`config.mk`:
```
export PLATFORM = sky130hd
export DESIGN_NAME = mp_median_bisection_core
export DESIGN_NICKNAME = d
export VERILOG_FILES = /design/src/rtl/mpmb_pkg.sv /design/src/rtl/mpmb_alu.sv /design/src/rtl/mp_median_bisection_core.sv
export SDC_FILE = /design/constraint.sdc
export NUM_CORES = 2
export LEC_CHECK = 0
export BUFFER_PORTS_ARGS = -buffer_cell sky130_fd_sc_hd__buf_2
export CORE_MARGIN = 3
export CORE_UTILIZATION = 48
export CTS_BUF_LIST = sky130_fd_sc_hd__clkbuf_2 sky130_fd_sc_hd__clkbuf_4 sky130_fd_sc_hd__clkbuf_8
export DETAILED_ROUTE_END_ITERATION = 6
export PLACE_DENSITY = 0.69
export SETUP_SLACK_MARGIN = 0.4
export SYNTH_ARGS = -nofsm -noshare
export SYNTH_HDL_FRONTEND = slang
export SYNTH_HIERARCHICAL = 1
export SYNTH_SLANG_ARGS = --single-unit
```
`constraint.sdc`:
```
create_clock -name clk -period 16.4 [get_ports clk]
set_input_delay 3.28 -clock clk [delete_from_list [all_inputs] [get_ports clk]]
set_output_delay 3.28 -clock clk [all_outputs]
set_load 0.005 [all_outputs]
```
`src/rtl/mpmb_pkg.sv`:
```
`default_nettype none
package mpmb_pkg;

  typedef enum logic [1:0] {
    OP_MUL,
    OP_DIV,
    OP_SQRT
  } alu_op_t;

  typedef struct packed {
    logic    start;
    alu_op_t op;
  } alu_ctl_t;

  localparam logic [63:0] PI_Q60   = 64'h3243F6A8885A308D;
  localparam logic [24:0] BETA_ONE = 25'd16777216;
  localparam int          MAX_ANG  = 42;
  localparam int          ANG_IW   = 6;

  typedef logic [63:0] ang_arr_t [MAX_ANG];

  // Restoring long division on 64-bit words, used only while building the angle table.
  function automatic logic [63:0] long_div(input logic [63:0] num, input logic [63:0] den);
    logic [64:0] r;
    logic [63:0] q;
    r = '0;
    q = '0;
    for (int b = 63; b >= 0; b--) begin
      r = {r[63:0], num[b]};
      if (r >= {1'b0, den}) begin
        r = r - {1'b0, den};
        q[b] = 1'b1;
      end
    end
    return q;
  endfunction

  // atan(2^-i) by its power series in Q60, truncated to fb fraction bits.
  function automatic ang_arr_t build_angles(input int fb);
    ang_arr_t    tab;
    logic [63:0] sum;
    logic [63:0] term;
    int          e;
    for (int i = 0; i < MAX_ANG; i++) begin
      tab[i] = '0;
      if (i == 0) begin
        tab[i] = (PI_Q60 >> 2) >> (60 - fb);
      end else if (i < fb + 2) begin
        sum = '0;
        for (int k = 0; k < 31; k++) begin
          e = i * (2 * k + 1);
          if (e <= 60) begin
            term = long_div(64'd1 << (60 - e), 64'(2 * k + 1));
            if (k % 2 == 1) sum = sum - term;
            else sum = sum + term;
          end
        end
        tab[i] = sum >> (60 - fb);
      end
    end
    return tab;
  endfunction

endpackage
`default_nettype wire

```
`src/rtl/mpmb_alu.sv`:
```
`default_nettype none
module mpmb_alu #(
  parameter int W  = 32,
  parameter int FB = 24
) (
  input  wire logic               clk,
  input  wire logic               rst,
  input  wire mpmb_pkg::alu_ctl_t ctl,
  input  wire logic signed [W-1:0] a,
  input  wire logic signed [W-1:0] b,
  output logic                    done,
  output logic signed [W-1:0]     y
);
  import mpmb_pkg::*;

  localparam int NW = W + FB;
  localparam int SW = (NW + 1) / 2;
  localparam int RW = SW + 3;
  localparam int CW = $clog2(NW + 1);

  typedef enum logic [1:0] {A_IDLE, A_RUN, A_FIN} ast_t;

  ast_t          st;
  alu_op_t       op;
  logic          neg;
  logic [CW-1:0] cnt;
  logic [W-1:0]  mb, hi, lo, dd;
  logic [W:0]    r;
  logic [NW-1:0] dn;
  logic [2*SW-1:0] sn;
  logic [RW-1:0] rem;
  logic [SW-1:0] root;

  logic [W-1:0]  ua, ub, mag;
  logic [W:0]    mt, drt;
  logic          dge, sge;
  logic [RW-1:0] srt, trial;
  logic [2*W-1:0] prod;

  assign ua = a[W-1] ? W'(-a) : W'(a);
  assign ub = b[W-1] ? W'(-b) : W'(b);

  assign mt    = lo[0] ? ({1'b0, hi} + {1'b0, mb}) : {1'b0, hi};
  assign drt   = {r[W-1:0], dn[NW-1]};
  assign dge   = drt >= {1'b0, dd};
  assign srt   = {rem[RW-3:0], sn[2*SW-1:2*SW-2]};
  assign trial = RW'({root, 2'b01});
  assign sge   = srt >= trial;
  assign prod  = {hi, lo};

  always_ff @(posedge clk) begin
    if (rst) begin
      st <= A_IDLE;
    end else begin
      case (st)
        A_IDLE: begin
          if (ctl.start) begin
            op   <= ctl.op;
            neg  <= (ctl.op != OP_SQRT) && (a[W-1] ^ b[W-1]);
            mb   <= ua;
            lo   <= ub;
            hi   <= '0;
            dd   <= ub;
            r    <= '0;
            dn   <= {ua, {FB{1'b0}}};
            sn   <= (2*SW)'({ua, {FB{1'b0}}});
            rem  <= '0;
            root <= '0;
            st   <= A_RUN;
            case (ctl.op)
              OP_MUL:  cnt <= CW'(W);
              OP_DIV:  cnt <= CW'(NW);
              default: cnt <= CW'(SW);
            endcase
            if (ctl.op == OP_DIV && (ub == '0 || {1'b0, ua} >= {ub, 1'b0})) begin
              dn <= NW'(2) << FB;
              st <= A_FIN;
            end
            if (ctl.op == OP_SQRT && (a[W-1] || a == '0)) begin
              st <= A_FIN;
            end
          end
        end
        A_RUN: begin
          case (op)
            OP_MUL: begin
              hi <= mt[W:1];
              lo <= {mt[0], lo[W-1:1]};
            end
            OP_DIV: begin
              r  <= dge ? (drt - {1'b0, dd}) : drt;
              dn <= {dn[NW-2:0], dge};
            end
            default: begin
              rem  <= sge ? (srt - trial) : srt;
              root <= {root[SW-2:0], sge};
              sn   <= {sn[2*SW-3:0], 2'b00};
            end
          endcase
          cnt <= cnt - 1'b1;
          if (cnt == CW'(1)) st <= A_FIN;
        end
        A_FIN: st <= A_IDLE;
        default: st <= A_IDLE;
      endcase
    end
  end

  always_comb begin
    case (op)
      OP_MUL:  mag = prod[FB +: W];
      OP_DIV:  mag = dn[W-1:0];
      default: mag = W'(root);
    endcase
    y = neg ? -$signed(mag) : $signed(mag);
  end

  assign done = (st == A_FIN);

endmodule
`default_nettype wire

```
`src/rtl/mp_median_bisection_core.sv`:
```
`default_nettype none
// Channel   Ports                       Transfer
// input     start, busy, beta           rising edge with start high and busy low
// result    done, median, valid_res     the one cycle in which done is high
//
// One item runs setup (a square root and five products) and then up to
// MAX_HALVINGS bisection steps through the shared serial multiply, divide and
// square-root unit plus a CORDIC pass per arcsine. The datapath is
// W = FRAC_BITS+8 bits wide; a step costs roughly 7 products, 3 divides, 3 roots and
// two CORDIC passes. An invalid beta gives its result in the cycle after transfer.
// Reset is synchronous and clears the sequencer. The receiver cannot stall.
module mp_median_bisection_core #(
  parameter int FRAC_BITS    = 24,
  parameter int MAX_HALVINGS = 32
) (
  input  wire logic        clk,
  input  wire logic        rst,
  input  wire logic        start,
  output logic             busy,
  input  wire logic [24:0] beta,
  output logic             done,
  output logic [26:0]      median,
  output logic             valid_res
);
  import mpmb_pkg::*;

  localparam int W    = FRAC_BITS + 8;
  localparam int NANG = FRAC_BITS + 2;
  localparam int AW   = $clog2(NANG);
  localparam int HW   = $clog2(MAX_HALVINGS + 1);
  localparam int SHR  = (FRAC_BITS >= 24) ? FRAC_BITS - 24 : 0;
  localparam int SHL  = (FRAC_BITS < 24) ? 24 - FRAC_BITS : 0;
  localparam int BW   = 25 + SHR;
  localparam int MW   = W + SHL;
  localparam logic signed [W-1:0] ONE    = W'(64'd1 << FRAC_BITS);
  localparam logic signed [W-1:0] HALF   = ONE >>> 1;
  localparam logic signed [W-1:0] PI     = W'(PI_Q60 >> (60 - FRAC_BITS));
  localparam logic signed [W-1:0] TWO_PI = PI <<< 1;
  localparam ang_arr_t ANG = build_angles(FRAC_BITS);

  typedef enum logic [4:0] {
    S_IDLE, S_ROOT, S_LO, S_HI, S_EP, S_PIB, S_DENF, S_MID, S_T1, S_ACC,
    S_Q1, S_SQ, S_XR, S_COR, S_ZM, S_M1, S_M2, S_Q2, S_F
  } state_t;

  state_t                state;
  logic                  pend, pass2;
  logic [HW-1:0]         step;
  logic [AW-1:0]         cnt;
  logic signed [W-1:0]   bt, root, lower, upper, lo, hi, ep, pib, denf;
  logic signed [W-1:0]   xm, acc, s, m1, tmp, cx, cy, cz;

  alu_ctl_t              ctl;
  logic                  alu_done, alu_state;
  logic signed [W-1:0]   opa, opb, y;
  logic signed [W-1:0]   se, wd, mid, dx, dy, ang, ay;
  logic [BW-1:0]         bw;
  logic [MW-1:0]         medw;

  function automatic logic signed [W-1:0] clamp1(input logic signed [W-1:0] v);
    return (v < -ONE) ? -ONE : ((v > ONE) ? ONE : v);
  endfunction

  mpmb_alu #(.W(W), .FB(FRAC_BITS)) u_alu (
    .clk  (clk),
    .rst  (rst),
    .ctl  (ctl),
    .a    (opa),
    .b    (opb),
    .done (alu_done),
    .y    (y)
  );

  assign busy = (state != S_IDLE);
  assign se   = (ONE + bt) <<< 1;
  assign wd   = root <<< 2;
  assign mid  = (lo + hi) >>> 1;
  assign bw   = (BW'(beta) << SHR) >> SHL;
  assign medw = (MW'(mid) >> SHR) << SHL;
  assign ay   = cy[W-1] ? -cy : cy;
  assign dx   = cy[W-1] ? -(ay >> cnt) : (ay >> cnt);
  assign dy   = cx >> cnt;
  assign ang  = W'(ANG[ANG_IW'(cnt)]);

  always_comb begin
    alu_state = 1'b1;
    ctl.op    = OP_MUL;
    opa       = '0;
    opb       = '0;
    case (state)
      S_ROOT: begin ctl.op = OP_SQRT; opa = bt; end
      S_LO:   begin opa = ONE - root; opb = ONE - root; end
      S_HI:   begin opa = ONE + root; opb = ONE + root; end
      S_EP:   begin opa = ONE - bt; opb = ONE - bt; end
      S_PIB:  begin opa = PI; opb = bt; end
      S_DENF: begin opa = TWO_PI; opb = bt; end
      S_T1:   begin opa = upper - xm; opb = xm - lower; end
      S_ACC:  begin ctl.op = OP_SQRT; opa = tmp; end
      S_Q1:   begin ctl.op = OP_DIV; opa = se - (xm <<< 1); opb = wd; end
      S_SQ:   begin opa = s; opb = s; end
      S_XR:   begin ctl.op = OP_SQRT; opa = ONE - tmp; end
      S_ZM:   begin opa = pass2 ? (ONE - bt) : (ONE + bt); opb = cz; end
      S_M1:   begin opa = se; opb = xm; end
      S_M2:   begin opa = xm; opb = wd; end
      S_Q2:   begin ctl.op = OP_DIV; opa = m1 - (ep <<< 1); opb = tmp; end
      S_F:    begin ctl.op = OP_DIV; opa = acc + pib; opb = denf; end
      default: alu_state = 1'b0;
    endcase
    ctl.start = alu_state && !pend;
  end

  always_ff @(posedge clk) begin
    if (rst) begin
      state <= S_IDLE;
      pend  <= 1'b0;
      done  <= 1'b0;
    end else begin
      done <= 1'b0;
      if (ctl.start) pend <= 1'b1;
      if (alu_done) pend <= 1'b0;
      case (state)
        S_IDLE: begin
          if (start) begin
            if (beta == '0 || beta > BETA_ONE) begin
              done      <= 1'b1;
              median    <= '0;
              valid_res <= 1'b0;
            end else begin
              bt    <= (bw == '0) ? W'(1) : W'(bw);
              step  <= '0;
              state <= S_ROOT;
            end
          end
        end
        S_ROOT: if (alu_done) begin root <= y; state <= S_LO; end
        S_LO:   if (alu_done) begin lo <= y; lower <= y; state <= S_HI; end
        S_HI:   if (alu_done) begin hi <= y; upper <= y; state <= S_EP; end
        S_EP:   if (alu_done) begin ep <= y; state <= S_PIB; end
        S_PIB:  if (alu_done) begin pib <= y; state <= S_DENF; end
        S_DENF: if (alu_done) begin denf <= y; state <= S_MID; end
        S_MID: begin
          if (step == HW'(MAX_HALVINGS) || mid <= lo || mid >= hi) begin
            done      <= 1'b1;
            median    <= 27'(medw);
            valid_res <= 1'b1;
            state     <= S_IDLE;
          end else if (mid <= lower) begin
            lo   <= mid;
            step <= step + 1'b1;
          end else if (mid >= upper) begin
            hi   <= mid;
            step <= step + 1'b1;
          end else begin
            xm    <= mid;
            pass2 <= 1'b0;
            state <= S_T1;
          end
        end
        S_T1:  if (alu_done) begin tmp <= y; state <= S_ACC; end
        S_ACC: if (alu_done) begin acc <= y; state <= S_Q1; end
        S_Q1:  if (alu_done) begin s <= clamp1(y); state <= S_SQ; end
        S_SQ:  if (alu_done) begin tmp <= y; state <= S_XR; end
        S_XR: begin
          if (alu_done) begin
            cx    <= y;
            cy    <= s;
            cz    <= '0;
            cnt   <= '0;
            state <= S_COR;
          end
        end
        S_COR: begin
          if (cy > 0) begin
            cx <= cx + dx;
            cy <= cy - dy;
            cz <= cz + ang;
          end else if (cy < 0) begin
            cx <= cx - dx;
            cy <= cy + dy;
            cz <= cz - ang;
          end
          cnt <= cnt + 1'b1;
          if (cnt == AW'(NANG - 1)) state <= S_ZM;
        end
        S_ZM: begin
          if (alu_done) begin
            acc   <= acc - y;
            state <= pass2 ? S_F : S_M1;
          end
        end
        S_M1: if (alu_done) begin m1 <= y; state <= S_M2; end
        S_M2: if (alu_done) begin tmp <= y; state <= S_Q2; end
        S_Q2: begin
          if (alu_done) begin
            s     <= clamp1(y);
            pass2 <= 1'b1;
            state <= S_SQ;
          end
        end
        S_F: begin
          if (alu_done) begin
            // A negative CDF is not clamped here; it still counts as below one half.
            if (y < HALF) lo <= xm;
            else hi <= xm;
            step  <= step + 1'b1;
            state <= S_MID;
          end
        end
        default: state <= S_IDLE;
      endcase
    end
  end

endmodule
`default_nettype wire

```
## Word level (Yosys, flattened, before mapping)

Memories as Yosys holds them, arrays and structs flattened.
Cells that the tools add are included.
W data, S select, Z words.

| word-level totals | value |
|---|---|
| flip-flop bits (word level) | 929 |
| memory bits (read-only) | 4096 |
| bits of input ports | 28 |
| output and inout port bits | 30 |
| logic and storage cells | 340 |
| memories | 1 |

| operators by class | value |
|---|---|
| $add $sub $neg | 29 |
| $lt $le $gt $ge | 14 |
| equality and inequality tests | 64 |
| shift operators | 2 |
| mux-type cells | 120 |
| bitwise logic cells | 7 |
| reduce and logical (&&, ||, !) cells | 63 |

Memories:

| name | words | width | rd ports | clocked after Yosys merged registers in | wr ports | RTL line | text |
|---|---|---|---|---|---|---|---|
| (no name shown) | 64 | 64 | 1 | 0 | 0 | mp_median_bisection_core.sv:83 | `assign ang = W'(ANG[ANG_IW'(cnt)]);` |

Operators by type and width:

| operator | count |
|---|---|
| $mux W32 | 35 |
| $pmux W32 S16 | 1 |
| $pmux W32 S2 | 8 |
| $pmux W32 S11 | 1 |
| $mux W56 | 5 |
| $pmux W56 S2 | 2 |
| $sub A32 B32 Y32 | 7 |
| $pmux W32 S3 | 2 |
| $add A32 B32 Y32 | 5 |
| $neg A32 Y32 | 5 |
| $mux W5 | 22 |
| $sub A26 B32 Y32 const A | 3 |
| $mux W29 | 3 |
| $pmux W5 S17 | 1 |
| $mux W27 | 3 |
| $add A26 B32 Y32 const A | 2 |
| $ge A31 B32 Y1 | 2 |
| $le A31 B32 Y1 | 2 |
| $logic_not A32 Y1 | 2 |
| $lt A32 B25 Y1 const B | 2 |
| $shr A32 B5 Y32 | 2 |
| $ne A2 B2 Y1 const B | 29 |
| $pmux W29 S2 | 1 |
| $mux W28 | 2 |
| other kinds (60) | 152 |

## Longest topological paths before layout

| logic depth | value |
|---|---|
| depth after elaboration | 12 |
| gate-level depth with buffers | 36 |
| mapped depth without buffers | 34 |

## Cells and area by module

Netlist, hierarchy kept.

By module, submodules not included:

| module | instances | cells each | area each (um^2) | seq. area each (um^2) |
|---|---|---|---|---|
| mp_median_bisection_core | 1 | 5615 | 50732.4 | 17406.7 |
| mpmb_alu | 1 | 2146 | 21370.5 | 9469.1 |

## Least setup slack after synthesis

Ideal clock, no wire load.

| path | value |
|---|---|
| kind | input port to flip-flop |
| start | input port rst |
| end | register cx[0], enable pin |
| setup time | 697 ps |
| arrival time | 10841 ps |
| data required time | 15703 ps |
| slack | 4862 ps |
| stages on the path | 3 |
| buffers on the path | 1 |
| cells stage by stage | clkbuf_1 a21oi_1 a21boi_0 |

| on the way | value |
|---|---|
| cells in the longest elaborated chain, start to end | 2 |

RTL lines:

| item | RTL line | text |
|---|---|---|
| from (decl) | mp_median_bisection_core.sv:17 | `input wire logic rst,` |
| $not A1 Y1 (no source line) | n/a |  |
| $reduce_and A4 Y1 (no source line) | n/a |  |
| to (signal assigned) | mp_median_bisection_core.sv:165 | `cx <= y;` |
| to (signal assigned) | mp_median_bisection_core.sv:174 | `cx <= cx + dx;` |
| to (signal assigned) | mp_median_bisection_core.sv:178 | `cx <= cx - dx;` |
| to (decl) | mp_median_bisection_core.sv:51 | `logic signed [W-1:0] xm, acc, s, m1, tmp, cx, cy, cz;` |

Every way passes these cells.
A chain may end at the register's enable or synchronous reset.

## Final worst setup path

| path | value |
|---|---|
| start | register cy[16] |
| end | register cx[30] (data pin) |

| on the way | value |
|---|---|
| cells in the longest elaborated chain, start to end | 9 |
| elaborated cells on any way between the ends | 11 |
| classes of those cells | add/sub: 4; order compare: 1; shift: 1; mux: 5 |

RTL lines:

| item | RTL line | text |
|---|---|---|
| from (decl) | mp_median_bisection_core.sv:51 |  |
| from (signal assigned) | mp_median_bisection_core.sv:166 | `cy <= s;` |
| from (signal assigned) | mp_median_bisection_core.sv:175 | `cy <= cy - dy;` |
| from (signal assigned) | mp_median_bisection_core.sv:179 | `cy <= cy + dy;` |
| $neg A32 Y32 | mp_median_bisection_core.sv:80 | `assign ay = cy[W-1] ? -cy : cy;` |
| $mux W32 | mp_median_bisection_core.sv:80 |  |
| $shr A32 B5 Y32 | mp_median_bisection_core.sv:81 | `assign dx = cy[W-1] ? -(ay >> cnt) : (ay >> cnt);` |
| $neg A32 Y32 | mp_median_bisection_core.sv:81 |  |
| $mux W32 | mp_median_bisection_core.sv:81 |  |
| $sub A32 B32 Y32 | mp_median_bisection_core.sv:178 |  |
| $mux W32 | mp_median_bisection_core.sv:177 | `end else if (cy < 0) begin` |
| $mux W32 (*) | mp_median_bisection_core.sv:173 | `if (cy > 0) begin` |
| $pmux W32 S2 (*) | mp_median_bisection_core.sv:121 | `case (state)` |

Every way passes the cells marked *; elsewhere a longest branch is shown, timed or not. The select of a mux whose other input is x is not followed.

==> results_dict.tcl <==
set metrics [dict create \
    outcome "complete, but fails checks" \
    violations "DRC, capacitance limit, slew limit" \
    criticalPathCategory "register to register" \
    cts_sinks 898 \
    start_kind "register" \
    crit_top_cell "a21oi_1" \
    grt_overflow 0 \
    wire_per_inst_um 26.5 \
    wirelength_um 262000 \
    worstSkewPairLatency_ps 930 \
    tns_ps 0 \
    synth_edf_count 889 \
    rsz0062_at_grt "no" \
    crit_arrival_ps 11190 \
    cts_buffers 162 \
    first_global_vias 59917 \
    reg2reg_from "cy[16]$_DFFE_PP_" \
    postCtsResizedCells 0 \
    r2r_cells 30 \
    yosysWarnings 6 \
    synth_area_leaders "edfxtp_1 37%, ha_1 10%, a21oi_1 3.6%" \
    worstPathRequired_ps 16990 \
    ys_ff_latch 898 \
    initial_core_util_pct 48.5 \
    syn2layout_area_growth_pct 8.59 \
    n_fill_cell 13583 \
    clock_skew_ps 73.3 \
    hp-start "pend$_SDFFE_PP0P_" \
    yosysUniqueCellTypes 116 \
    root_buffer "clkbuf_8" \
    fin_crit_sh_pct 64.6 \
    placed_area_mm2 0.0748 \
    place.gp.congestion 1.03 \
    syn_nets 8383 \
    min_to "pend$_SDFFE_PP0P_" \
    yosys.area.top_type_share_pct 37.0 \
    worstPathMaxFanout 13 \
    yosys.area.top_type "edfxtp_1" \
    dieArea_mm2 0.155 \
    final_net_count 8381 \
    coreArea_mm2 0.149 \
    reg2reg_slack_ps 5800 \
    synth_common_cells "889 x edfxtp_1, 627 x nor2_1, 619 x nand2_1" \
    portBuffers 57 \
    synthFlopType "edfxtp_1" \
    grt_max_degree 103 \
    setup_violations 0 \
    drive_gt1_share_pct 8.98 \
    synth-async-reset-ratio_pct 0 \
    hold_depth 2 \
    finalHoldViolCount 0 \
    reg2reg_to "cx[30]$_DFFE_PP_" \
    syn_area_mm2 0.0721 \
    netlist_instances 7761 \
    finalPower_mw 10.1 \
    ant_nets 0 \
    drc_errors 18 \
    path_clk_slew_ps 70 \
    max_freq_mhz 94.4 \
    peakVddDrop_uv 127 \
    cts_max_path_buffers 3 \
    cts_setup_buffers 0 \
    fin_area_mm2 0.0783 \
    track_usage_pct 32.6 \
    drtIter0Drc 7361 \
    maxCapViolCount 1 \
    ys_seq_area_share_pct 37.3 \
    power.density_mw_per_mm2 128 \
    p_leak_nw 31.1 \
    slowest_delay_ps 980 \
    regMostFlops "u_alu/dn" \
    critPathCaptureType "register" \
    setup_slack_ps 5800 \
    vias 63683 \
    synth.most_common_cell "edfxtp_1" \
    avgSynthCellArea_um2 9.29 \
    viasPerCell 6.43 \
    cts_tree "yes" \
    slew-limit-headroom_pct -2.62 \
    cpLargestDelayFamily "compound AO/OA/AOI/OAI gates" \
    largest_reg_flops 56 \
    die-height_um 394 \
    grt_pass1_wl_um 385000 \
    dr.pass1.iters 7 \
    hpwl_um 198000 \
    io_pins 58 \
    row_count 141 \
    crit_path_top_delay_cell "a311oi_1" \
    antenna_found_initial 13 \
    tightest_slew_ps 1530 \
    postCtsHoldBufs 0 \
    crit_buf_inv 0 \
    period_needed_ps 10600 \
    htree_levels 4 \
    hp-class "register to register" \
    pre_cts_ws_ps 6150 \
    fp.dieW_um 394 \
    maxSlewViolCount 3 \
]
-- kinds of logic after synthesis --
logic type	synth area share, %
buf+inv	4.55
xor+xnor	6.99
simple gates	17.0
fa+ha+maj	10.4
mux	3.90
compound gates	19.9
flops	37.3
-- cell type report --
| type | instances | area, µm² | area share, % |
|---|---|---|---|
| diodes | 6 | 15.0 | 0.0192 |
| well taps | 2002 | 2500 | 3.20 |
| multi-input cells | 6010 | 42300 | 54.0 |
| repair buffers | 199 | 1350 | 1.73 |
| clock inverters | 94 | 867 | 1.11 |
| flip-flops and latches | 898 | 26900 | 34.3 |
| inverters | 488 | 1830 | 2.34 |
| clock buffers | 203 | 2570 | 3.28 |
-- where the power goes --
part / internal, mW / switching [mW]
registers: 3.19 / 0.161
logic: 1.46 / 2.93
clock network: 1.26 / 1.05
-- stage by stage --
stage / hold slack (ps) / std cells / util [%]
6_report: 467 / 9900 / 52.7
5_1_grt: 497 / 9897 / 52.7
4_1_cts: 465 / 9894 / 52.7
3_5_place_dp: 454 / 9597 / 50.4
3_3_place_gp: 445 / 9597 / 50.4
2_1_floorplan: 434 / 7761 / -
-- routing by layer --
layer	up-vias	GRT usage (%)	routed length, µm
li1	29050	-	-
met4	6	14.5	12700
met5	-	0	41
met1	30788	44.3	110000
met3	627	8.46	27100
met2	3212	48.8	112000
-- how the worst max path moves through the flow --
stage                                 from                to  slack (ps)  cells past startpoint
after floorplan                        rst   cx[0]$_DFFE_PP_        4860                      3
after global placement    cy[16]$_DFFE_PP_  cx[30]$_DFFE_PP_        6090                     30
after detailed placement  cy[16]$_DFFE_PP_  cx[30]$_DFFE_PP_        6150                     30
after CTS                 cy[16]$_DFFE_PP_  cx[30]$_DFFE_PP_        6090                     30
after global routing      cy[16]$_DFFE_PP_  cx[30]$_DFFE_PP_        5290                     30
final                     cy[16]$_DFFE_PP_  cx[30]$_DFFE_PP_        5800                     30
-- worst min-delay path, cell delays in order (launching register included) --
cell	delay, ps
dfxtp_1	310
inv_1	50
a211oi_1	60
-- layout by cell type, fill, tap and decap left out, types with 36 or more instances in the layout --
cell type	count
or3_1	82
a221oi_1	69
buf_4	142
o21ai_0	441
buf_2	57
o21a_1	121
nor3_1	211
or2_2	42
and2_1	100
o211a_1	39
nand4_1	95
nand2b_1	127
a21oi_1	518
a221o_1	40
nand2_1	619
clkinv_1	36
o211ai_1	77
nor2b_1	95
nor2_1	607
a211oi_1	78
nand3_1	203
a22oi_1	92
or4_1	42
clkbuf_4	36
a31oi_1	64
nor4_1	61
mux4_2	44
mux2i_1	140
xor2_1	270
o31ai_1	82
edfxtp_1	889
xnor2_1	286
a21o_1	113
o21bai_1	42
and3_1	56
clkbuf_8	167
inv_1	480
ha_1	582
(Power assumes the default switching activity.)
